===== src/design/htu_pkg.sv =====
// Shared types, constants and codes for the hybrid timebase unit.
`default_nettype none

package htu_pkg;

   // Operation codes carried in the request
   typedef enum logic [1:0] {
      OP_SLOW_EXT = 2'd0,
      OP_FAST_EXT = 2'd1,
      OP_HYBRID   = 2'd2,
      OP_SLOW_US  = 2'd3
   } op_type;

   // Configuration register indexes
   typedef enum logic [1:0] {
      CSR_HYBRID_SCALE_SHIFT   = 2'd0,
      CSR_FAST_TO_HYBRID_SHIFT = 2'd1,
      CSR_NEAR_EDGE_LIMIT      = 2'd2,
      CSR_UNUSED               = 2'd3
   } csr_index_type;

   localparam int SLOW_W     = 16;
   localparam int FAST_W     = 32;
   localparam int SHIFT_W    = 4;
   localparam int LIMIT_W    = 16;
   localparam int CSR_DATA_W = 16;

   localparam int REQ_BITS   = 2 + 2 * SLOW_W + 3 * FAST_W;
   localparam int REQ_DATA_W = ((REQ_BITS + 7) / 8) * 8;
   localparam int RSP_DATA_W = 64;

   // Slow ticks (32768 Hz) times 15625 over 512 gives microseconds
   localparam int          MUL_CONST_W   = 14;
   localparam int          PROD_W        = FAST_W + MUL_CONST_W;
   localparam logic [MUL_CONST_W-1:0] SCALE_MUL = 14'd15625;
   localparam logic [SHIFT_W-1:0]     US_SHIFT  = 4'd9;

   // Reset values of the configuration registers
   localparam logic [SHIFT_W-1:0] SCALE_SHIFT_RESET = 4'd5;
   localparam logic [SHIFT_W-1:0] F2H_SHIFT_RESET   = 4'd0;
   localparam logic [LIMIT_W-1:0] EDGE_LIMIT_RESET  = 16'd502;

   // Request payload, last member in the lowest bits
   typedef struct packed {
      logic [FAST_W-1:0] slow_span;
      logic [FAST_W-1:0] fast_stamp;
      logic [FAST_W-1:0] fast_count;
      logic [SLOW_W-1:0] slow_recount;
      logic [SLOW_W-1:0] slow_count;
      op_type            opcode;
   } req_item_type;

   // Work handed from the extension stage to the scaling stage
   typedef struct packed {
      op_type                opcode;
      logic [RSP_DATA_W-1:0] pass_value;
      logic [FAST_W-1:0]     mul_operand;
      logic [SHIFT_W-1:0]    scale_shift;
      logic [FAST_W-1:0]     adjust;
      logic                  adjust_neg;
   } stage_type;

endpackage

`default_nettype wire


===== src/design/htu_extend.sv =====
// Wrap extension of the slow and fast counters and edge delta preparation.
`default_nettype none

module htu_extend (
   input  wire logic                    clock,
   input  wire logic                    reset,
   input  wire logic                    load,
   input  wire logic                    in_valid,
   input  wire htu_pkg::req_item_type   in_item,
   input  wire logic [3:0]              f2h_shift,
   input  wire logic [15:0]             edge_limit,
   output      logic                    stage_valid_ff,
   output      htu_pkg::stage_type      stage_ff
);
   import htu_pkg::*;

   logic [SLOW_W-1:0] slow_high_ff, slow_high_in;
   logic [SLOW_W-1:0] slow_last_ff, slow_last_in;
   logic [FAST_W-1:0] fast_high_ff, fast_high_in;
   logic [FAST_W-1:0] fast_last_ff, fast_last_in;
   stage_type         stage_in;

   logic              take;
   logic [SLOW_W-1:0] slow_low;
   logic [SLOW_W-1:0] slow_high_new;
   logic [SLOW_W-1:0] edge_high;
   logic [FAST_W-1:0] fast_high_new;
   logic [FAST_W-1:0] delta;
   logic [FAST_W-1:0] neg_delta;

   assign take = load && in_valid;

   // Extension of the sampled counters
   always_comb begin
      slow_low      = (in_item.opcode == OP_SLOW_EXT) ? in_item.slow_count
                                                      : in_item.slow_recount;
      slow_high_new = (slow_low < slow_last_ff) ? slow_high_ff + 16'd1 : slow_high_ff;
      fast_high_new = (in_item.fast_count < fast_last_ff) ? fast_high_ff + 32'd1
                                                          : fast_high_ff;
      // second read below the edge read: undo the wrap between them
      edge_high     = (slow_low < in_item.slow_count) ? slow_high_new - 16'd1
                                                      : slow_high_new;
      delta         = in_item.fast_count - in_item.fast_stamp;
      neg_delta     = 32'd0 - delta;
   end

   // State updates
   always_comb begin
      slow_high_in = slow_high_ff;
      slow_last_in = slow_last_ff;
      fast_high_in = fast_high_ff;
      fast_last_in = fast_last_ff;
      if (take) begin
         case (in_item.opcode)
            OP_SLOW_EXT, OP_HYBRID: begin
               slow_high_in = slow_high_new;
               slow_last_in = slow_low;
            end
            OP_FAST_EXT: begin
               fast_high_in = fast_high_new;
               fast_last_in = in_item.fast_count;
            end
            default: begin
            end
         endcase
      end
   end

   // Stage payload
   always_comb begin
      stage_in             = '0;
      stage_in.opcode      = in_item.opcode;
      case (in_item.opcode)
         OP_SLOW_EXT: begin
            stage_in.pass_value = {32'd0, slow_high_new, slow_low};
         end
         OP_FAST_EXT: begin
            stage_in.pass_value = {fast_high_new, in_item.fast_count};
         end
         OP_HYBRID: begin
            stage_in.mul_operand = {edge_high, in_item.slow_count};
            stage_in.scale_shift = 4'd0;
            if (neg_delta < {16'd0, edge_limit}) begin
               stage_in.adjust     = neg_delta >> f2h_shift;
               stage_in.adjust_neg = 1'b0;
            end else begin
               stage_in.adjust     = delta >> f2h_shift;
               stage_in.adjust_neg = 1'b1;
            end
         end
         OP_SLOW_US: begin
            stage_in.mul_operand = in_item.slow_span;
            stage_in.scale_shift = US_SHIFT;
         end
         default: begin
         end
      endcase
   end

   always_ff @(posedge clock) begin
      if (reset) begin
         slow_high_ff   <= '0;
         slow_last_ff   <= '0;
         fast_high_ff   <= '0;
         fast_last_ff   <= '0;
         stage_valid_ff <= 1'b0;
      end else begin
         slow_high_ff <= slow_high_in;
         slow_last_ff <= slow_last_in;
         fast_high_ff <= fast_high_in;
         fast_last_ff <= fast_last_in;
         if (load) begin
            stage_valid_ff <= in_valid;
         end
      end
   end

   always_ff @(posedge clock) begin
      if (load) begin
         stage_ff <= stage_in;
      end
   end

endmodule

`default_nettype wire


===== src/design/htu_scale.sv =====
// Constant multiply, scaling shift, edge adjustment and result register.
`default_nettype none

module htu_scale (
   input  wire logic                 clock,
   input  wire logic                 reset,
   input  wire logic                 load,
   input  wire logic                 in_valid,
   input  wire htu_pkg::stage_type   stage,
   input  wire logic [3:0]           hybrid_shift,
   output      logic                 out_valid_ff,
   output      logic [63:0]          out_value_ff
);
   import htu_pkg::*;

   logic [RSP_DATA_W-1:0] out_value_in;
   logic [PROD_W-1:0]     product;
   logic [PROD_W-1:0]     shifted;
   logic [SHIFT_W-1:0]    shamt;
   logic [FAST_W-1:0]     base;
   logic [FAST_W-1:0]     signed_adj;

   // Multiply by 15625, then shift down and adjust; extension results pass through
   always_comb begin
      product    = PROD_W'(stage.mul_operand) * PROD_W'(SCALE_MUL);
      shamt      = (stage.opcode == OP_HYBRID) ? hybrid_shift : stage.scale_shift;
      shifted    = product >> shamt;
      base       = shifted[FAST_W-1:0];
      signed_adj = stage.adjust_neg ? (32'd0 - stage.adjust) : stage.adjust;
      case (stage.opcode)
         OP_SLOW_EXT, OP_FAST_EXT: out_value_in = stage.pass_value;
         OP_HYBRID:                out_value_in = {32'd0, base + signed_adj};
         OP_SLOW_US:               out_value_in = {32'd0, base};
         default:                  out_value_in = stage.pass_value;
      endcase
   end

   always_ff @(posedge clock) begin
      if (reset) begin
         out_valid_ff <= 1'b0;
      end else if (load) begin
         out_valid_ff <= in_valid;
      end
   end

   always_ff @(posedge clock) begin
      if (load) begin
         out_value_ff <= out_value_in;
      end
   end

endmodule

`default_nettype wire


===== src/design/hybrid_timebase_unit.sv =====
// Top level of the hybrid timebase unit: request register, pipeline, registers.
//
//   channel  | direction | handshake             | payload
//   req      | in        | req_tvalid/req_tready | req_tdata: opcode, counter samples
//   rsp      | out       | rsp_tvalid/rsp_tready | rsp_tdata: 64-bit value
//   csr      | in        | csr_we                | csr_index, csr_wdata
//
// One request per clock while no stage is stalled; a result passes the request
// register, then the extension stage, then the result register.
// Each stage holds its item while the one after it is full and stalled.
// Synchronous reset clears the wrap state, the valid flags and loads the
// register reset values.
`default_nettype none

module hybrid_timebase_unit (
   input  wire logic         clock,
   input  wire logic         reset,
   // slave side
   input  wire logic         req_tvalid,
   output      logic         req_tready,
   // opcode[1:0], slow_count[17:2], slow_recount[33:18], fast_count[65:34],
   // fast_stamp[97:66], slow_span[129:98], zero fill above
   input  wire logic [htu_pkg::REQ_DATA_W-1:0] req_tdata,
   // master side
   output      logic         rsp_tvalid,
   input  wire logic         rsp_tready,
   // value[63:0]
   output      logic [htu_pkg::RSP_DATA_W-1:0] rsp_tdata,
   // configuration writes
   input  wire logic         csr_we,
   input  wire logic [1:0]   csr_index,
   input  wire logic [htu_pkg::CSR_DATA_W-1:0] csr_wdata
);
   import htu_pkg::*;

   logic [SHIFT_W-1:0] scale_shift_ff;
   logic [SHIFT_W-1:0] f2h_shift_ff;
   logic [LIMIT_W-1:0] edge_limit_ff;

   logic               req_valid_ff;
   req_item_type       req_item_ff;
   logic               ext_valid;
   stage_type          ext_stage;
   logic               out_valid;
   logic [63:0]        out_value;

   logic               rdy_out;
   logic               rdy_ext;
   logic               rdy_req;

   // Ready chain back from the result register
   assign rdy_out    = !out_valid || rsp_tready;
   assign rdy_ext    = !ext_valid || rdy_out;
   assign rdy_req    = !req_valid_ff || rdy_ext;
   assign req_tready = rdy_req;
   assign rsp_tvalid = out_valid;
   assign rsp_tdata  = out_value;

   // Configuration registers
   always_ff @(posedge clock) begin
      if (reset) begin
         scale_shift_ff <= SCALE_SHIFT_RESET;
         f2h_shift_ff   <= F2H_SHIFT_RESET;
         edge_limit_ff  <= EDGE_LIMIT_RESET;
      end else if (csr_we) begin
         case (csr_index_type'(csr_index))
            CSR_HYBRID_SCALE_SHIFT:   scale_shift_ff <= csr_wdata[SHIFT_W-1:0];
            CSR_FAST_TO_HYBRID_SHIFT: f2h_shift_ff   <= csr_wdata[SHIFT_W-1:0];
            CSR_NEAR_EDGE_LIMIT:      edge_limit_ff  <= csr_wdata[LIMIT_W-1:0];
            default: begin
            end
         endcase
      end
   end

   // Request register
   always_ff @(posedge clock) begin
      if (reset) begin
         req_valid_ff <= 1'b0;
      end else if (rdy_req) begin
         req_valid_ff <= req_tvalid;
      end
   end

   always_ff @(posedge clock) begin
      if (rdy_req) begin
         req_item_ff <= req_tdata[REQ_BITS-1:0];
      end
   end

   htu_extend u_extend (
      .clock          (clock),
      .reset          (reset),
      .load           (rdy_ext),
      .in_valid       (req_valid_ff),
      .in_item        (req_item_ff),
      .f2h_shift      (f2h_shift_ff),
      .edge_limit     (edge_limit_ff),
      .stage_valid_ff (ext_valid),
      .stage_ff       (ext_stage)
   );

   htu_scale u_scale (
      .clock        (clock),
      .reset        (reset),
      .load         (rdy_out),
      .in_valid     (ext_valid),
      .stage        (ext_stage),
      .hybrid_shift (scale_shift_ff),
      .out_valid_ff (out_valid),
      .out_value_ff (out_value)
   );

endmodule

`default_nettype wire


===== config.mk =====
export PLATFORM = sky130hd
export DESIGN_NAME = hybrid_timebase_unit
export DESIGN_NICKNAME = d
export VERILOG_FILES = /design/src/design/htu_pkg.sv /design/src/design/htu_extend.sv /design/src/design/htu_scale.sv /design/src/design/hybrid_timebase_unit.sv
export SDC_FILE = /design/constraint.sdc
export NUM_CORES = 2
export LEC_CHECK = 0
export ABC_CLOCK_PERIOD_IN_PS = 13850
export BUFFER_PORTS_ARGS = -buffer_cell sky130_fd_sc_hd__buf_4
export CAP_MARGIN = 20
export CELL_PAD_IN_SITES_DETAIL_PLACEMENT = 1
export CELL_PAD_IN_SITES_GLOBAL_PLACEMENT = 1
export CORE_MARGIN = 3
export CORE_UTILIZATION = 52
export CTS_CLUSTER_DIAMETER = 40
export DETAILED_ROUTE_END_ITERATION = 16
export PLACE_DENSITY_LB_ADDON = 0.08
export SLEW_MARGIN = 20
export SYNTH_ARGS = -nofsm -noshare
export SYNTH_HDL_FRONTEND = slang
export SYNTH_HIERARCHICAL = 1
export SYNTH_SLANG_ARGS = --single-unit
export TNS_END_PERCENT = 5

===== constraint.sdc =====
create_clock -name clock -period 13.85 [get_ports clock]
set_input_delay 2.77 -clock clock [delete_from_list [all_inputs] [get_ports clock]]
set_output_delay 2.77 -clock clock [all_outputs]
set_load 0.01 [all_outputs]

Yosys cells after proc, flatten, opt, wreduce, memory -nomap -nowiden
Cells that the tools add are included.

storage, ports and cells
  flip-flop bits (word level) = 452
  input port bits = 159
  output and inout port bits = 66
  word-level logic and storage cells = 73

cells by class
  add/sub/neg operators = 7
  multipliers = 1
  order comparisons = 4
  equality and inequality tests = 8
  shift operators = 3
  muxes and demuxes = 10
  reduce and logical (&&, ||, !) cells = 17

operators with widths
  kind                                                  count
  one-hot mux 64 bit (3 select lines)                   1
  one-hot mux 64 bit (2 select lines)                   1
  one-hot mux 36 bit (2 select lines)                   1
  2-to-1 mux 32 bit                                     2
  right shift 32 x 4 -> 32 bit                          2
  subtractor 1 x 32 -> 32 bit (first input constant)    2
  2-to-1 mux 16 bit                                     3
  multiplier 32 x 14 -> 46 bit (second input constant)  1
  right shift 46 x 4 -> 32 bit                          1
  2-to-1 mux 33 bit                                     1
  adder 32 x 1 -> 32 bit (second input constant)        1
  adder 32 bit                                          1
  less-than comparator 16 bit                           2
  less-than comparator 32 x 16 -> 1 bit                 1
  less-than comparator 32 bit                           1
  subtractor 32 bit                                     1
  adder 16 x 1 -> 16 bit (second input constant)        1
  subtractor 16 x 1 -> 16 bit (second input constant)   1
  equality test 2 bit (second input constant)           5
  AND reduction 2 bit                                   5
  equality test 2 x 1 -> 1 bit (second input constant)  3
  zero test 2 bit                                       3
  2-to-1 mux 4 bit                                      1
  OR reduction 2 bit                                    2
  3 further kinds                                       7

Logic depth before layout (Yosys ltp)
  depth in word-level cells = 7
  gate-level depth with buffers = 35
  mapped depth without buffers = 34

Modules after synthesis
The synthesis kept the hierarchy.

modules (own cells, without submodules)
  module                times used  cells an instance  area an instance (um^2)
  htu_extend            1           2,110              17,167.7
  htu_scale             1           1,729              14,811.7
  hybrid_timebase_unit  1           237                4,974.8

Least setup slack after synthesis
Ideal clock, no wire load.

  path kind = in2out
  from = input rsp_tready
  to = output req_tready
  arrival = 6,497 ps
  setup slack = 4,583 ps
  stages on the path = 1
  cells stage by stage = nand4b_1

between the ends
  word-level cells in the longest chain between the ends = 3

ends and longest elaborated chain
  item              RTL line                    source
  from (decl)       hybrid_timebase_unit.sv:26  input wire logic rsp_tready,
  logical OR 1 bit  hybrid_timebase_unit.sv:52  assign rdy_out = !out_valid || rsp_tready;
  logical OR 1 bit  hybrid_timebase_unit.sv:53  assign rdy_ext = !ext_valid || rdy_out;
  logical OR 1 bit  hybrid_timebase_unit.sv:54  assign rdy_req = !req_valid_ff || rdy_ext;
  to (decl)         hybrid_timebase_unit.sv:20  output logic req_tready,

Every way passes these cells.

Worst setup path after layout
  from = register u_extend/stage_ff[39] (netlist name)
  to = register u_scale.out_value_ff[17] (data pin)

between the ends
  word-level cells in the longest chain between the ends = 4

ends and longest elaborated chain
  item                                   RTL line           source
  from (decl)                            htu_extend.sv:13   output htu_pkg::stage_type stage_ff
  from (signal assigned)                 htu_extend.sv:120  stage_ff <= stage_in;
  multiplier 32 x 14 -> 46 bit *         htu_scale.sv:25    product = PROD_W'(stage.mul_operand) * PROD_W'(SCALE_MUL);
  right shift 46 x 4 -> 32 bit *         htu_scale.sv:27    shifted = product >> shamt;
  adder 32 bit                           htu_scale.sv:32    OP_HYBRID: out_value_in = {32'd0, base + signed_adj};
  one-hot mux 64 bit (3 select lines) *  htu_scale.sv:30    case (stage.opcode)
  net u_scale.out_value_in[17]           htu_scale.sv:16    logic [RSP_DATA_W-1:0] out_value_in;
  to (signal assigned)                   htu_scale.sv:48    out_value_ff <= out_value_in;
  to (decl)                              htu_scale.sv:12    output logic [63:0] out_value_ff

Mark *: on every way through the listed nets, which the timed path passes. The rest lies on a longest branch.
A chain may end at the register's enable or synchronous reset.

==> summary.md <==
| Metric | Value |
|---|---|
| Status | `finished, final reports clean` |
| # resized after CTS | `0` |
| Main flop type after synthesis | `edfxtp_1` |
| CP max stage delay | `0.70 ns` |
| Final net count | `4798` |
| Num ports | `225` |
| Post-CTS Setup Bufs | `0` |
| Overflow after GRT | `0` |
| Initial Util | `52.6%` |
| Netlist cell types | `106` |
| WL/cell | `23.3 um` |
| First-pass GRT wire length | `188 mm` |
| CTS buffer count | `75` |
| Fillers | `7861` |
| Slew @ Worst Pin | `1.05 ns` |
| Share of cells above drive strength 1 | `11.3%` |
| Final wirelength | `121 mm` |
| Most frequent cells after synthesis | `nand2_1, inv_1, nor2_1` |
| Worst relative slew slack | `30.1%` |
| CTS root buf | `clkbuf_16` |
| Area after DPL | `0.0393 mm2` |
| Post-layout util | `59.8%` |
| CTS tree | `built` |
| Top cells by area, synth | `edfxtp_1, ha_1, fa_1, dfxtp_1, nand2_1` |
| P per Cell Area | `221 mW/mm2` |
| Initial antenna violation count | `4` |
| RSZ-0062 raised after global routing | `no` |
| Clock sinks | `449` |
| Largest area contributor in the netlist | `edfxtp_1` |
| Worst min path class | `register to register` |
| Leak pwr | `17.9 nW` |
| Post-route cell area | `0.0420 mm2` |
| Vias in the first global route | `33096` |
| Mapped Area | `0.0370 mm2` |
| Max Fclk | `99.8 MHz` |
| CP startpoint | `u_extend/stage_ff[39]` |
| Setup-failing EPs final | `0` |
| Tcrit/Tclk final | `72.3%` |
| Post-route ant nets | `0` |
| Crit Path Max Fanout | `6` |
| ANT cells | `0` |
| Max_cap viols | `0` |
| Reg clk slew, reported paths | `0.06 ns` |
| I/O Buffers | `218` |
| Cell row count | `97` |
| Post-DR vias/cell | `6.12` |
| Synth Instances | `4076` |
| Worst r2r src | `u_extend/stage_ff[39]` |
| Syn. warnings | `6` |
| Worst slack, placed | `4.02 ns` |
| Worst EP required | `14.18 ns` |
| Total track usage | `32.2%` |
| Die extent in y | `273 um` |
| Worst clock skew | `0.0272 ns` |
| Worst setup SP type | `register` |
| Min Tclk post-route | `10.02 ns` |
| TritonRoute pass-1 iters | `6` |
| Post-synth EDFFs | `326` |
| Register Area | `0.0123 mm2` |
| CTS H-Tree Depth | `3` |
| Setup ws final | `3.83 ns` |
| Area of the multi-input gates | `0.0226 mm2` |
| Die X | `273 um` |
| Slowest cell on the critical path | `a2111oi_0` |
| Worst hold start | `u_extend/fast_last_ff[29]` |
| Largest net degree at the start of global routing | `93` |
| CP endpoint kind | `register` |
| Final hold violation count | `0` |
| Crit path DAT | `10.35 ns` |
| Crit Path Class | `register to register` |
| P&R area growth vs syn | `13.7%` |
| DRT iter0 DRCs | `2490` |
| Post-DP HPWL | `91.2 mm` |
| Async SR Flop Fraction | `0%` |
| Final GP Congestion | `0.931` |
| Seq/Total Area, Yosys | `33.2%` |
| Worst-Skew Late Latency | `0.62 ns` |
| Top-area cell type share of the netlist area | `26.5%` |
| Die ar. | `0.0743 mm2` |
| Yosys reg bits | `449` |
| Max clock buf depth | `3` |
| Pins Over Slew Limit | `0` |
| TNS Setup | `0 ns` |
| Vias | `31868` |
| Count leader, synth | `nand2_1` |
| Placeable Area | `0.0703 mm2` |
| Peak supply drop | `194 uV` |
| Post-Syn Area per Cell | `9.07 um2` |
| Hold buffer count at cts | `0` |
| Drc violations | `0` |
| Worst path most repeated cell | `fa_1` |
stage by stage:
stage / std cells / hold slack [ns] / total power [mW]
3_3_place_gp: 5069 / 0.442 / 7.06
3_5_place_dp: 5069 / 0.449 / 7.25
2_1_floorplan: 4077 / 0.436 / 5.74
4_1_cts: 5208 / 0.456 / 9.27
6_report: 5208 / 0.457 / 9.30
5_1_grt: 5208 / 0.482 / 10.0
cell type report:
cell class,instances,area share (%)
inverters,375,3.35
well taps,940,2.80
clock inverters,54,1.72
multi-input cells,3049,53.7
repair buffers,256,4.58
clock buffers,85,4.66
flip-flops and latches,449,29.2
flip-flops by register name, summed over array words and instances (netlist names), 4 cells and up:
register / cells
u_extend/fast_high_ff: 32
req_item_ff: 130
u_scale/out_value_ff: 64
scale_shift_ff: 4
u_extend/fast_last_ff: 32
u_extend/slow_high_ff: 16
u_extend/stage_ff: 132
f2h_shift_ff: 4
edge_limit_ff: 16
u_extend/slow_last_ff: 16
cell families after synthesis:
group,count (synthesis),share of synthesized area (%)
and+or+nand+nor,1279,16.8
AOI/OAI and AO/OA,959,16.8
buffers and inverters,579,6.03
DFF,449,33.2
adders and majority gates,433,17.4
xor gates and xnor gates,239,5.71
muxes,137,4.08
other,1,0.0101
routing by layer:
| layer | global-route usage, % | up-vias | share of wire (%) |
|---|---|---|---|
| met3 | 5.72 | 220 | 6.6 |
| met5 | 0 | - | 0.018 |
| met4 | 10.8 | 4 | 3.4 |
| met1 | 43.1 | 15804 | 43 |
| met2 | 52.8 | 1094 | 47 |
| li1 | - | 14746 | - |
cells in the final DEF, fill, tap and decap left out, types with 25 or more instances in the layout:
cell,n
nand2_1,392
inv_1,372
nor2_1,335
edfxtp_1,326
ha_1,296
a21oi_1,292
buf_4,256
o21ai_0,206
xnor2_1,139
fa_1,137
dfxtp_1,123
mux2i_1,106
xor2_1,97
nand3_1,81
clkbuf_16,77
nor3_1,71
nand2b_1,68
a21o_1,57
nor2b_1,53
nand4_1,53
a211oi_1,52
o211ai_1,42
and3_1,40
or3_1,37
and2_1,36
a31oi_1,32
o21a_1,28
o31ai_1,28
nor4_1,27
a21boi_0,25
path summary, 6_finish.rpt:
| kind | end | slack [ns] | cells past startpoint |
|---|---|---|---|
| min reg2reg | u_extend/fast_last_ff[29] | 0.46 | 2 |
| max reg2reg | u_scale/out_value_ff[17] | 3.83 | 32 |
| min | u_extend/fast_last_ff[29] | 0.46 | 2 |
| max | u_scale/out_value_ff[17] | 3.83 | 32 |
critical path, delay by kind of cell (launching register included):
family / cells / cell delay [ns]
flops: 1 / 0.53
xor+xnor: 1 / 0.15
simple gates: 4 / 0.88
mux: 2 / 0.63
fa+ha+maj: 8 / 3.63
buf+inv: 4 / 0.37
compound gates: 13 / 3.55
where the power goes:
group	leakage [nW]	internal [mW]	switching [mW]	total, mW
sequential	4.69	1.56	0.0902	1.65
combinational	12.0	2.16	3.52	5.68
clock	1.28	1.24	0.735	1.97
(Power assumes the default switching activity.)
